**config.mk**
```make
export PLATFORM = sky130hd
export DESIGN_NAME = audio_level_deviation_tracker
export DESIGN_NICKNAME = d
export VERILOG_FILES = /design/src/rtl/aldt_pkg.sv /design/src/rtl/audio_level_deviation_tracker.sv /design/src/rtl/aldt_dp.sv /design/src/rtl/aldt_ctrl.sv
export SDC_FILE = /design/constraint.sdc
export NUM_CORES = 1
export LEC_CHECK = 0
export BUFFER_PORTS_ARGS = -buffer_cell sky130_fd_sc_hd__buf_2
export CORE_ASPECT_RATIO = 0.7
export CORE_MARGIN = 5
export CORE_UTILIZATION = 60
export CTS_CLUSTER_DIAMETER = 40
export CTS_CLUSTER_SIZE = 24
export DETAILED_ROUTE_END_ITERATION = 10
export PLACE_DENSITY = 0.77
export RECOVER_POWER = 100
export SLEW_MARGIN = 20
export SYNTH_ARGS = -nofsm -noshare
export SYNTH_HDL_FRONTEND = slang
export SYNTH_SLANG_ARGS = --single-unit
```
**constraint.sdc**
```tcl
create_clock -name clk -period 4.1 [get_ports clk]
set_clock_uncertainty 0.15 [all_clocks]
set_input_delay 0.82 -clock clk [delete_from_list [all_inputs] [get_ports clk]]
set_output_delay 0.82 -clock clk [all_outputs]
set_load 0.05 [all_outputs]
```
**src/rtl/aldt_pkg.sv**
```systemverilog
// ----------------------------------------------------------------------------
// aldt_pkg
// Shared constants and controller/datapath interface types for the audio
// level deviation tracker.
// ----------------------------------------------------------------------------
package aldt_pkg;

	localparam int AVG_DEPTH  = 16;
	localparam int CHUNK_MAX  = 65536;
	localparam int SILENCE    = 128;

	localparam int SMP_W      = 8;
	localparam int LVL_W      = 8;
	localparam int VAR_W      = 9;
	localparam int IN_TDATA_W = 8;
	localparam int OUT_TDATA_W = 32;

	localparam int CNT_W  = $clog2(CHUNK_MAX + 1);
	localparam int SUM_W  = $clog2(CHUNK_MAX * SILENCE + 1);
	localparam int HEAD_W = (AVG_DEPTH > 1) ? $clog2(AVG_DEPTH) : 1;
	localparam int FILL_W = $clog2(AVG_DEPTH + 1);
	localparam int TOT_W  = $clog2(AVG_DEPTH * SILENCE + 1);

	// shared restoring divider: dividend and divisor widths cover both divisions
	localparam int DIV_W  = (SUM_W > TOT_W) ? SUM_W : TOT_W;
	localparam int DVS_W  = (CNT_W > FILL_W) ? CNT_W : FILL_W;
	localparam int DCNT_W = $clog2(DIV_W + 1);

	typedef struct packed {
		logic acc;        // add accepted sample into the chunk sums
		logic lvl_start;  // load divider with sum / count, clear chunk sums
		logic avg_start;  // load divider with ring total / fill
		logic div_step;   // one divider iteration
		logic lvl_cap;    // capture chunk level, read oldest ring entry
		logic ring_upd;   // write ring, update total, head and fill
		logic out_load;   // load output register
	} aldt_cmd_t;

	typedef struct packed {
		logic close;      // sample being accepted closes the chunk
		logic div_done;   // divider finished all iterations
		logic out_free;   // output register can take a new result
	} aldt_sts_t;

endpackage

```
**src/rtl/audio_level_deviation_tracker.sv**
```systemverilog
// ----------------------------------------------------------------------------
// audio_level_deviation_tracker
// Per-chunk mean absolute deviation from 128 with a moving average over the
// last AVG_DEPTH chunk levels.
// ----------------------------------------------------------------------------
// throughput: one sample per cycle inside a chunk
// a closing sample stalls input through two passes of the shared
// one-bit-per-cycle divider, ring read/update and the output load, which waits for a free output register
// reset: arst_n clears sums, ring head/fill/total, fsm and output valid;
// a ring entry only counts toward the total once it has been written
module audio_level_deviation_tracker (
	input  logic                                clk,
	input  logic                                arst_n,
	input  logic                                s_tvalid,
	output logic                                s_tready,
	input  logic [aldt_pkg::IN_TDATA_W-1:0]     s_tdata,   // [7:0] sample
	input  logic                                s_tlast,   // chunk_end
	output logic                                m_tvalid,
	input  logic                                m_tready,
	output logic [aldt_pkg::OUT_TDATA_W-1:0]    m_tdata    // [7:0] chunk_level,
	                                                       // [15:8] average_level,
	                                                       // [24:16] level_variation,
	                                                       // [31:25] zero
);
	import aldt_pkg::*;

	aldt_cmd_t cmd;
	aldt_sts_t sts;

	aldt_ctrl u_ctrl (
		.clk      (clk),
		.arst_n   (arst_n),
		.s_tvalid (s_tvalid),
		.s_tready (s_tready),
		.cmd      (cmd),
		.sts      (sts)
	);

	aldt_dp u_dp (
		.clk      (clk),
		.arst_n   (arst_n),
		.cmd      (cmd),
		.sts      (sts),
		.s_tdata  (s_tdata),
		.s_tlast  (s_tlast),
		.m_tready (m_tready),
		.m_tvalid (m_tvalid),
		.m_tdata  (m_tdata)
	);

	// levels never exceed full scale deviation
	a_level_range: assert property (@(posedge clk) disable iff (!arst_n)
		m_tvalid |-> (m_tdata[7:0] <= 8'd128) && (m_tdata[15:8] <= 8'd128))
		else $error("level out of range");

	// variation is consistent with level and average
	a_var_consistent: assert property (@(posedge clk) disable iff (!arst_n)
		m_tvalid |-> (m_tdata[24:16] == ({1'b0, m_tdata[7:0]} - {1'b0, m_tdata[15:8]})))
		else $error("level variation mismatch");

	// a marked last sample stops input while the chunk is processed
	a_close_stalls: assert property (@(posedge clk) disable iff (!arst_n)
		(s_tvalid && s_tready && s_tlast) |=> !s_tready)
		else $error("input accepted during chunk processing");

	// a new result never overwrites one that is still waiting
	a_no_overwrite: assert property (@(posedge clk) disable iff (!arst_n)
		(m_tvalid && !m_tready) |=> (m_tvalid && $stable(m_tdata)))
		else $error("pending result overwritten");

endmodule

```
**src/rtl/aldt_dp.sv**
```systemverilog
// ----------------------------------------------------------------------------
// aldt_dp
// Datapath: deviation accumulator, shared iterative divider, level ring
// memory with running total, and the output register.
// ----------------------------------------------------------------------------
module aldt_dp (
	input  logic                                clk,
	input  logic                                arst_n,
	input  aldt_pkg::aldt_cmd_t                 cmd,
	output aldt_pkg::aldt_sts_t                 sts,
	input  logic [aldt_pkg::IN_TDATA_W-1:0]     s_tdata,
	input  logic                                s_tlast,
	input  logic                                m_tready,
	output logic                                m_tvalid,
	output logic [aldt_pkg::OUT_TDATA_W-1:0]    m_tdata
);
	import aldt_pkg::*;

	logic [SUM_W-1:0]   sum_q;
	logic [CNT_W-1:0]   cnt_q;
	logic [CNT_W-1:0]   cnt_inc;
	logic [SMP_W-1:0]   smp;
	logic [LVL_W-1:0]   dev;

	logic [DIV_W-1:0]   quo_q;
	logic [DVS_W:0]     rem_q;
	logic [DVS_W-1:0]   dvs_q;
	logic [DCNT_W-1:0]  dcnt_q;
	logic [DVS_W:0]     rem_sh;
	logic               rem_ge;

	logic [LVL_W-1:0]   ring_mem [AVG_DEPTH];
	logic [LVL_W-1:0]   old_q;
	logic [LVL_W-1:0]   lvl_q;
	logic [HEAD_W-1:0]  head_q;
	logic [FILL_W-1:0]  fill_q;
	logic [TOT_W-1:0]   tot_q;
	logic               full;
	logic [TOT_W:0]     tot_next;

	logic [LVL_W-1:0]   avg;
	logic [VAR_W-1:0]   var_lvl;
	logic               out_vld_q;
	logic [OUT_TDATA_W-1:0] out_data_q;

	// |sample - 128|
	assign smp     = s_tdata[SMP_W-1:0];
	assign dev     = (smp >= SMP_W'(SILENCE)) ? (smp - SMP_W'(SILENCE))
	                                          : (SMP_W'(SILENCE) - smp);
	assign cnt_inc = cnt_q + CNT_W'(1);

	assign rem_sh  = {rem_q[DVS_W-1:0], quo_q[DIV_W-1]};
	assign rem_ge  = rem_sh >= {1'b0, dvs_q};

	assign full     = fill_q == FILL_W'(AVG_DEPTH);
	assign tot_next = {1'b0, tot_q} + (TOT_W+1)'(lvl_q)
	                  - (full ? (TOT_W+1)'(old_q) : '0);

	assign avg     = quo_q[LVL_W-1:0];
	assign var_lvl = {1'b0, lvl_q} - {1'b0, avg};

	assign sts.close    = s_tlast || (cnt_inc == CNT_W'(CHUNK_MAX));
	assign sts.div_done = dcnt_q == '0;
	assign sts.out_free = !out_vld_q || m_tready;

	assign m_tvalid = out_vld_q;
	assign m_tdata  = out_data_q;

	// control state and counters
	always_ff @(posedge clk or negedge arst_n) begin
		if (!arst_n) begin
			sum_q     <= '0;
			cnt_q     <= '0;
			dcnt_q    <= '0;
			head_q    <= '0;
			fill_q    <= '0;
			tot_q     <= '0;
			out_vld_q <= 1'b0;
		end else begin
			if (cmd.acc) begin
				sum_q <= sum_q + SUM_W'(dev);
				cnt_q <= cnt_inc;
			end else if (cmd.lvl_start) begin
				sum_q <= '0;
				cnt_q <= '0;
			end
			if (cmd.lvl_start || cmd.avg_start) begin
				dcnt_q <= DCNT_W'(DIV_W);
			end else if (cmd.div_step) begin
				dcnt_q <= dcnt_q - DCNT_W'(1);
			end
			if (cmd.ring_upd) begin
				tot_q  <= tot_next[TOT_W-1:0];
				head_q <= (head_q == HEAD_W'(AVG_DEPTH - 1)) ? '0 : head_q + HEAD_W'(1);
				if (!full) begin
					fill_q <= fill_q + FILL_W'(1);
				end
			end
			if (cmd.out_load) begin
				out_vld_q <= 1'b1;
			end else if (m_tready) begin
				out_vld_q <= 1'b0;
			end
		end
	end

	// divider, ring and output payload
	always_ff @(posedge clk) begin
		if (cmd.lvl_start) begin
			quo_q <= DIV_W'(sum_q);
			dvs_q <= DVS_W'(cnt_q);
			rem_q <= '0;
		end else if (cmd.avg_start) begin
			quo_q <= DIV_W'(tot_q);
			dvs_q <= DVS_W'(fill_q);
			rem_q <= '0;
		end else if (cmd.div_step) begin
			quo_q <= {quo_q[DIV_W-2:0], rem_ge};
			rem_q <= rem_ge ? (rem_sh - {1'b0, dvs_q}) : rem_sh;
		end
		if (cmd.lvl_cap) begin
			lvl_q <= quo_q[LVL_W-1:0];
			old_q <= ring_mem[head_q];
		end
		if (cmd.ring_upd) begin
			ring_mem[head_q] <= lvl_q;
		end
		if (cmd.out_load) begin
			out_data_q <= OUT_TDATA_W'({var_lvl, avg, lvl_q});
		end
	end

endmodule

```
**src/rtl/aldt_ctrl.sv**
```systemverilog
// ----------------------------------------------------------------------------
// aldt_ctrl
// Controller: accepts samples, then sequences level division, ring update,
// average division and the output load for each closed chunk.
// ----------------------------------------------------------------------------
module aldt_ctrl (
	input  logic                 clk,
	input  logic                 arst_n,
	input  logic                 s_tvalid,
	output logic                 s_tready,
	output aldt_pkg::aldt_cmd_t  cmd,
	input  aldt_pkg::aldt_sts_t  sts
);
	import aldt_pkg::*;

	typedef enum logic [2:0] {
		ST_ACC,
		ST_LSTART,
		ST_DIV_LVL,
		ST_UPD,
		ST_ASTART,
		ST_DIV_AVG,
		ST_OUT
	} state_t;

	state_t state_q;
	state_t state_d;

	always_comb begin
		cmd      = '0;
		s_tready = 1'b0;
		state_d  = state_q;
		case (state_q)
			ST_ACC: begin
				s_tready = 1'b1;
				if (s_tvalid) begin
					cmd.acc = 1'b1;
					if (sts.close) begin
						state_d = ST_LSTART;
					end
				end
			end
			ST_LSTART: begin
				cmd.lvl_start = 1'b1;
				state_d       = ST_DIV_LVL;
			end
			ST_DIV_LVL: begin
				if (sts.div_done) begin
					cmd.lvl_cap = 1'b1;
					state_d     = ST_UPD;
				end else begin
					cmd.div_step = 1'b1;
				end
			end
			ST_UPD: begin
				cmd.ring_upd = 1'b1;
				state_d      = ST_ASTART;
			end
			ST_ASTART: begin
				cmd.avg_start = 1'b1;
				state_d       = ST_DIV_AVG;
			end
			ST_DIV_AVG: begin
				if (sts.div_done) begin
					state_d = ST_OUT;
				end else begin
					cmd.div_step = 1'b1;
				end
			end
			ST_OUT: begin
				if (sts.out_free) begin
					cmd.out_load = 1'b1;
					state_d      = ST_ACC;
				end
			end
			default: begin
				state_d = ST_ACC;
			end
		endcase
	end

	always_ff @(posedge clk or negedge arst_n) begin
		if (!arst_n) begin
			state_q <= ST_ACC;
		end else begin
			state_q <= state_d;
		end
	end

endmodule
```
==> results of run 1 <==
repair_timing:
action,CTS,global route
hold buffers,0,0
resized for setup,1,0
endpoints found under the setup margin,1,0
state kept, by name, indices dropped and copies added, names as in the netlist:
register / flops
u_dp.head_q: 4
u_dp.m_tvalid: 1
u_dp.sum_q: 24
u_dp.ring_mem: 128
u_dp.dcnt_q: 5
u_dp.rem_q: 17
u_dp.fill_q: 5
u_dp.m_tdata: 25
u_ctrl.state_q: 3
u_dp.tot_q: 12
u_dp.old_q: 8
u_dp.quo_q: 24
u_dp.cnt_q: 17
u_dp.lvl_q: 8
u_dp.dvs_q: 17
synthesized netlist by cell type (15+ instances only):
library cell	n	area (um2)
dfxtp_1	17	340
a21oi_1	44	220
ha_1	56	701
mux4_2	40	901
buf_2	20	100
nand3_1	44	220
nand2_1	109	409
xnor2_1	31	272
xor2_1	20	175
nor2_1	49	184
o21ai_1	28	140
o21ai_0	62	310
inv_1	78	293
mux2i_1	18	180
dfrtp_1	71	1780
clkbuf_1	31	116
nor3_1	15	75.1
and2_1	39	244
edfxtp_1	210	6310
cell families after synthesis:
logic type               count (synthesis)  share of synthesized area [%]
XOR/XNOR                                51                           3.03
multiplexers                            60                           7.49
AO/OA/AOI/OAI                          249                           10.9
other                                    1                         0.0254
AND/OR/NAND/NOR                        325                           11.1
buffers and inverters                  143                           4.12
adder cells (fa/ha/maj)                 67                           6.25
flip-flops                             298                           57.1
worst max-delay path: cells and delay by family (launching register included):
kind            cells  cell delay [ns]
compound gates      4             0.90
simple gates        5             1.20
buf+inv             2             0.23
fa+ha+maj           3             0.82
flops               1             0.41
xor+xnor            1             0.12
area by class of cell:
| class | count | area (um2) |
|---|---|---|
| clock inverters | 26 | 294 |
| well taps | 325 | 407 |
| inverters | 79 | 297 |
| repair buffers | 58 | 241 |
| multi-input cells | 759 | 5710 |
| flip-flops and latches | 298 | 8420 |
| fillers | 1754 | 8300 |
| clock buffers | 31 | 776 |
worst max-delay path by stage:
stage | startpoint | end | slack [ns] | depth (start not counted)
2_1_floorplan | u_dp.fill_q[0]$_DFFE_PN0P_ | u_dp.tot_q[11]$_DFFE_PN0P_ | 0.55 | 15
3_3_place_gp | u_dp.fill_q[0]$_DFFE_PN0P_ | u_dp.tot_q[11]$_DFFE_PN0P_ | 0.03 | 15
3_5_place_dp | u_dp.fill_q[0]$_DFFE_PN0P_ | u_dp.tot_q[11]$_DFFE_PN0P_ | 0.006 | 15
4_1_cts | u_dp.fill_q[0]$_DFFE_PN0P_ | u_dp.tot_q[11]$_DFFE_PN0P_ | 0.22 | 15
5_1_grt | u_dp.fill_q[0]$_DFFE_PN0P_ | u_dp.tot_q[11]$_DFFE_PN0P_ | 0.001 | 15
6_report | u_dp.fill_q[0]$_DFFE_PN0P_ | u_dp.tot_q[11]$_DFFE_PN0P_ | 0.16 | 15
through the flow:
step           total power (W)  area (um2)  cells
2_1_floorplan          0.00751       14800   1200
3_3_place_gp           0.00841       15200   1518
3_5_place_dp           0.00857       15200   1518
4_1_cts                 0.0115       16300   1575
5_1_grt                 0.0121       16100   1576
6_report                0.0114       16100   1576
power groups by stage:
stage / clock network [W] / registers [W] / logic, W
after global routing: 0.00308 / 0.00446 / 0.00454
after floorplan: 0 / 0.00430 / 0.00321
after CTS: 0.00294 / 0.00439 / 0.00416
after global placement: 0 / 0.00442 / 0.00399
final: 0.00290 / 0.00440 / 0.00412
after detailed placement: 0 / 0.00444 / 0.00412
layer usage:
| metal | wire length (um) | track usage (%) | share of wire (%) | vias to the layer above |
|---|---|---|---|---|
| met2 | 13900 | 33.0 | 43 | 393 |
| met5 | 0 | 0 | 0 | - |
| met1 | 15100 | 37.7 | 47 | 4768 |
| met4 | 462 | 3.83 | 1.4 | 0 |
| met3 | 2920 | 4.73 | 9.0 | 41 |
| li1 | - | - | - | 4455 |
==> flow_summary_export.csv, run 1 <==
group,metric,value,unit
setup_path,cp_max_fo,9,
power,switching_power,0.00431,W
timing,setup_slack,0.163,ns
place,gp_congestion,0.857,
place,pre_cts_ws,0.00635,ns
synthesis,yosysSeqAreaShare,57.1,%
setup_path,path_class,"reg2reg",
power,ir_drop,0.445,mV
die,rows,48,
setup_path,cp_cell_sequence,"inv_1 > ha_1 > nand2_1 > nor3_2 > and2_1 > fa_1 > inv_1 > ha_1 > a211oi_1 > o211ai_1 > nand2_1 > o21ai_1 > or4_1 > a31o_1 > xnor2_1",
timing,fin_setup_tns,0,ns
min_path,whs_path_depth,2,
timing,worst_pin_slew,1.70,ns
route,drc_errors,0,
synthesis,ys_warn_count,0,
setup_path,r2r_setup_slack,0.16,ns
place,port_buffers,39,
power,p_int,0.00712,W
synthesis,synth_edf_count,210,
finish,drive_gt1_share,9.83,%
die,start_util,60.3,%
setup_path,crit_slowest_cell,"dfrtp_1",
timing,rsz0062_at_grt,"no",
synthesis,synth_cells,1194,
timing,fin_crit_sh,96.0,%
die,die_h,141,um
synthesis,synth_cell_types,76,
clocking,htree_levels,1,
synthesis,syn_area,14700,um2
synthesis,syn_area_per_cell,12.3,um2
setup_path,timing.rr.start,"u_dp.fill_q[0]$_DFFE_PN0P_",
setup_path,cp-end-kind,"flip-flop",
clocking,cts_tree,"yes",
timing,finalHoldViolations,0,
clocking,clk_pin_slew,0.07,ns
power,p_leak,6.16,nW
setup_path,reg2regPathDepth,15,
setup_path,critPathRequiredTime,4.38,ns
route,wl_per_cell,20.5,um
route,drtIter0Drc,1016,
clocking,root_buffer,"clkbuf_16",
route,via_per_inst,6.13,
timing,hold_slack,0.334,ns
clocking,numCtsBuffers,31,
synthesis,ys_ff_latch,298,
min_path,hold_end,"u_dp.rem_q[7]$_SDFFE_PP0P_",
clocking,cts_buffer_depth,3,
global_route,grt_pass1_wl,51.1,mm
power,p_sw_share,37.7,%
die,ios,47,
route,routed_wl,32.4,mm
power,seqPwrFrac,38.5,%
finish,area_growth,9.53,%
finish,n_antenna_cell,0,
power,pwr-share-comb,36.1,%
clocking,clk_latency,0.55,ns
power,clock_power_share,25.4,%
setup_path,slowest_delay,0.41,ns
finish,final_core_util,66.1,%
global_route,grt_use_total,23.2,%
timing,maxSlewHeadroom,-13.7,%
outcome,outcome,"finished, violations left",
outcome,violations,"max-capacitance violations, max-slew violations",
job,cap_viol_max_count,2,
min_path,hold_class,"reg2reg",
setup_path,critPathArrivalTime,4.22,ns
synthesis,synthArstFlopShare,23.8,%
global_route,antenna_found_initial,0,
min_path,holdCritStartpoint,"u_dp.rem_q[7]$_SDFFE_PP0P_",
finish,final_common_cell,"edfxtp_1",
route,ant_nets,0,
die,floorplan.die_area,27900,um2
finish,fin_nets,1307,
route,first_pass_iters,5,
global_route,grt_pass1_vias,9197,
route,routed-via-count,9657,
global_route,grt_start_max_net_pins,72,
synthesis,ys.flop_type,"edfxtp_1",
finish,final_cell_mix,"edfxtp_1 (210), nand2_1 (108), o21ai_0 (80), inv_1 (78), dfrtp_1 (70)",
clocking,post_cts_buffers,0,
clocking,clock-sinks,298,
timing,fmax,0.254,GHz
setup_path,start_kind,"flip-flop",
die,die_x,197,um
power,power.density,707,nW/um2
timing,slew_violations,67,
die,core-area,24400,um2
setup_path,r2r-end,"u_dp.tot_q[11]$_DFFE_PN0P_",
timing,finalSetupViolCount,0,
place,dpl.hpwl,22.0,mm
timing,finalCriticalPeriod,3.94,ns
global_route,grt_overflow,0,
No activity file was read; power rests on OpenSTA's default activity.
==> run 2: changes to the inputs <==
ABC_AREA = 1   (was not set)
==> run 2 against run 1 <==
Global-route usage increased by 1.7 points. Highest routed layer unchanged. Non-clock buffer count decreased by 1. Synthesized cell count increased by 27%. Sequential cell count unchanged. First-iteration DRC count increased by 16%. Largest power group unchanged. Synthesized area increased by 0.36%. The run still ends with max-capacitance violations, max-slew violations left. Wire length increased by 6.9%. Largest cell class unchanged. Sequential share of layout area decreased by 1.5 points.
==> flow_summary_export.csv, run 2 <==
group,metric,value,unit
setup_path,path_class,"reg2reg",
timing,finalHoldViolations,0,
power,finalPower,0.0122,W
synthesis,yosysTopAreaCell,"edfxtp_1",
synthesis,ys.flop_type,"edfxtp_1",
power,power.density,734,nW/um2
setup_path,cp-end-kind,"flip-flop",
min_path,hold_class,"reg2reg",
die,die_h,141,um
synthesis,synth_top_area_share,42.6,%
finish,drive_gt1_share,7.42,%
timing,rsz0062_at_grt,"no",
route,first_pass_iters,6,
setup_path,critPathRequiredTime,4.39,ns
setup_path,start_kind,"flip-flop",
clocking,post_cts_buffers,0,
route,via_per_inst,5.78,
die,floorplan.die_area,27900,um2
timing,maxSlewHeadroom,-29.9,%
synthesis,synth_edf_count,210,
global_route,grt_overflow,0,
route,drtIter0Drc,1180,
job,cap_viol_max_count,1,
synthesis,synthArstFlopShare,23.8,%
timing,fmax,0.274,GHz
global_route,grt_pass1_wl,55.2,mm
die,core-area,24400,um2
die,start_util,60.5,%
global_route,grt_pass1_vias,10437,
route,routed_wl,34.6,mm
clocking,cts.hold.buffers_added,0,
finish,final_cell_mix,"nand2_1 (272), edfxtp_1 (210), nor2_1 (177), inv_1 (175), o21ai_0 (135)",
place,dpl.hpwl,23.0,mm
global_route,grt_start_max_net_pins,72,
die,ios,47,
clocking,cts_buffer_depth,3,
route,wl_per_cell,18.1,um
finish,area_growth,12.3,%
die,die_x,198,um
outcome,outcome,"finished, violations left",
route,drc_errors,0,
synthesis,synth_cells,1511,
global_route,grt_use_total,24.9,%
finish,reg_top3,"u_dp.ring_mem: 128 flops, u_dp.m_tdata: 25 flops",
synthesis,ys_warn_count,0,
finish,n_antenna_cell,0,
power,p_leak,6.78,nW
finish,regMostFlops,"u_dp.ring_mem",
place,port_buffers,39,
clocking,clk_latency,0.52,ns
synthesis,ys_top_cells_by_area,"edfxtp_1 (43%), dfrtp_1 (12%), nand2_1 (6.8%), ha_1 (4.7%), nor2_1 (4.4%)",
finish,largest_register_ffs,128,
outcome,violations,"max-capacitance violations, max-slew violations",
route,routed-via-count,11078,
synthesis,synth_cell_types,55,
timing,worst_pin_slew,1.95,ns
timing,fin_setup_tns,0,ns
synthesis,ys_ff_latch,298,
place,gp_congestion,0.944,
die,rows,48,
timing,slew_violations,72,
global_route,antenna_found_initial,1,
clocking,clk_pin_slew,0.07,ns
timing,finalCriticalPeriod,3.64,ns
setup_path,critPathArrivalTime,3.93,ns
clocking,htree_levels,2,
clocking,clock-sinks,298,
clocking,cts_tree,"yes",
finish,final_common_cell,"nand2_1",
timing,finalSetupViolCount,0,
clocking,cts_resized,0,
synthesis,yosysSeqAreaShare,56.9,%
synthesis,synth_commonest_cells,"nand2_1 (270), edfxtp_1 (210), nor2_1 (174), inv_1 (172), o21ai_0 (122)",
place,post-place-cells,1848,
synthesis,syn_area,14800,um2
clocking,numCtsBuffers,37,
synthesis,syn_area_per_cell,9.79,um2
finish,fin_nets,1642,
finish,fill_cells,1843,
timing,fin_crit_sh,88.9,%
route,ant_nets,0,
clocking,root_buffer,"clkbuf_16",
synthesis,yosysMostFrequentCell,"nand2_1",
power,ir_drop,0.619,mV
setup_path,cp_max_fo,19,
finish,stdcell_count,1916,
[run 2: layout make-up]
| class | instances | area (um2) | area share, % |
|---|---|---|---|
| Multi-Input combinational cell | 982 | 5420 | 32.6 |
| Inverter | 186 | 698 | 4.20 |
| Tap cell | 325 | 407 | 2.45 |
| Clock inverter | 26 | 390 | 2.35 |
| Clock buffer | 42 | 1020 | 6.12 |
| Timing Repair Buffer | 57 | 267 | 1.60 |
| Sequential cell | 298 | 8420 | 50.7 |
[run 2: power breakdown]
part / switching (W) / total [W] / leakage, nW / internal [W]
clock: 0.00137 / 0.00365 / 0.686 / 0.00228
combinational: 0.00293 / 0.00424 / 3.09 / 0.00131
sequential: 0.000393 / 0.00431 / 3.00 / 0.00392
[run 2: worst paths after layout]
check                                            start                           to  slack [ns]  depth (start not counted)
hold reg to reg            u_dp.rem_q[15]$_SDFFE_PP0P_  u_dp.rem_q[15]$_SDFFE_PP0P_        0.32                          2
max in group asynchronous                       arst_n   u_dp.sum_q[22]$_DFFE_PN0P_        1.96                          1
setup / recovery               u_dp.lvl_q[4]$_DFFE_PP_   u_dp.tot_q[10]$_DFFE_PN0P_        0.46                         15
setup reg to reg               u_dp.lvl_q[4]$_DFFE_PP_   u_dp.tot_q[10]$_DFFE_PN0P_        0.46                         15
min in group asynchronous                       arst_n   u_dp.dcnt_q[4]$_DFFE_PN0P_        0.67                          1
hold / removal             u_dp.rem_q[15]$_SDFFE_PP0P_  u_dp.rem_q[15]$_SDFFE_PP0P_        0.32                          2
[run 2: cell families after synthesis]
logic type | after synthesis | synth area share (%)
AO/OA/AOI/OAI | 285 | 11.0
XOR/XNOR | 41 | 2.48
adder cells (fa/ha/maj) | 67 | 6.22
buffers and inverters | 237 | 6.36
flip-flops | 298 | 56.9
other | 1 | 0.0253
AND/OR/NAND/NOR | 582 | 17.0
[run 2: metrics by stage]
step / setup slack, ns / hold slack [ns] / instance area [um2] / util [%]
floorplan: 1.08 / 0.293 / 14800 / -
global placement: 0.801 / 0.310 / 15300 / 62.7
detailed placement: 0.675 / 0.316 / 15300 / 62.7
CTS: 0.609 / 0.325 / 16700 / 68.5
global route: 0.269 / 0.351 / 16600 / 68.0
finish: 0.457 / 0.325 / 16600 / 68.0
[run 2: metal layers]
metal,wire length (um),global-route usage (%)
met5,0,0
met4,638,6.34
met3,3810,5.86
met1,15800,39.3
met2,14400,35.1
[run 2: worst max-delay path, stage by stage, from the launching register on]
cell and delay (ns):
edfxtp_1 0.33, clkbuf_1 0.83, inv_1 0.16, fa_1 0.54, inv_1 0.04, ha_1 0.35, nand2_1 0.09, inv_1 0.04
a21oi_1 0.22, o21ai_0 0.18, nand2_1 0.09, nand2_1 0.05, a21oi_1 0.17, nand2b_1 0.14, nand3_1 0.06, o21ai_0 0.11
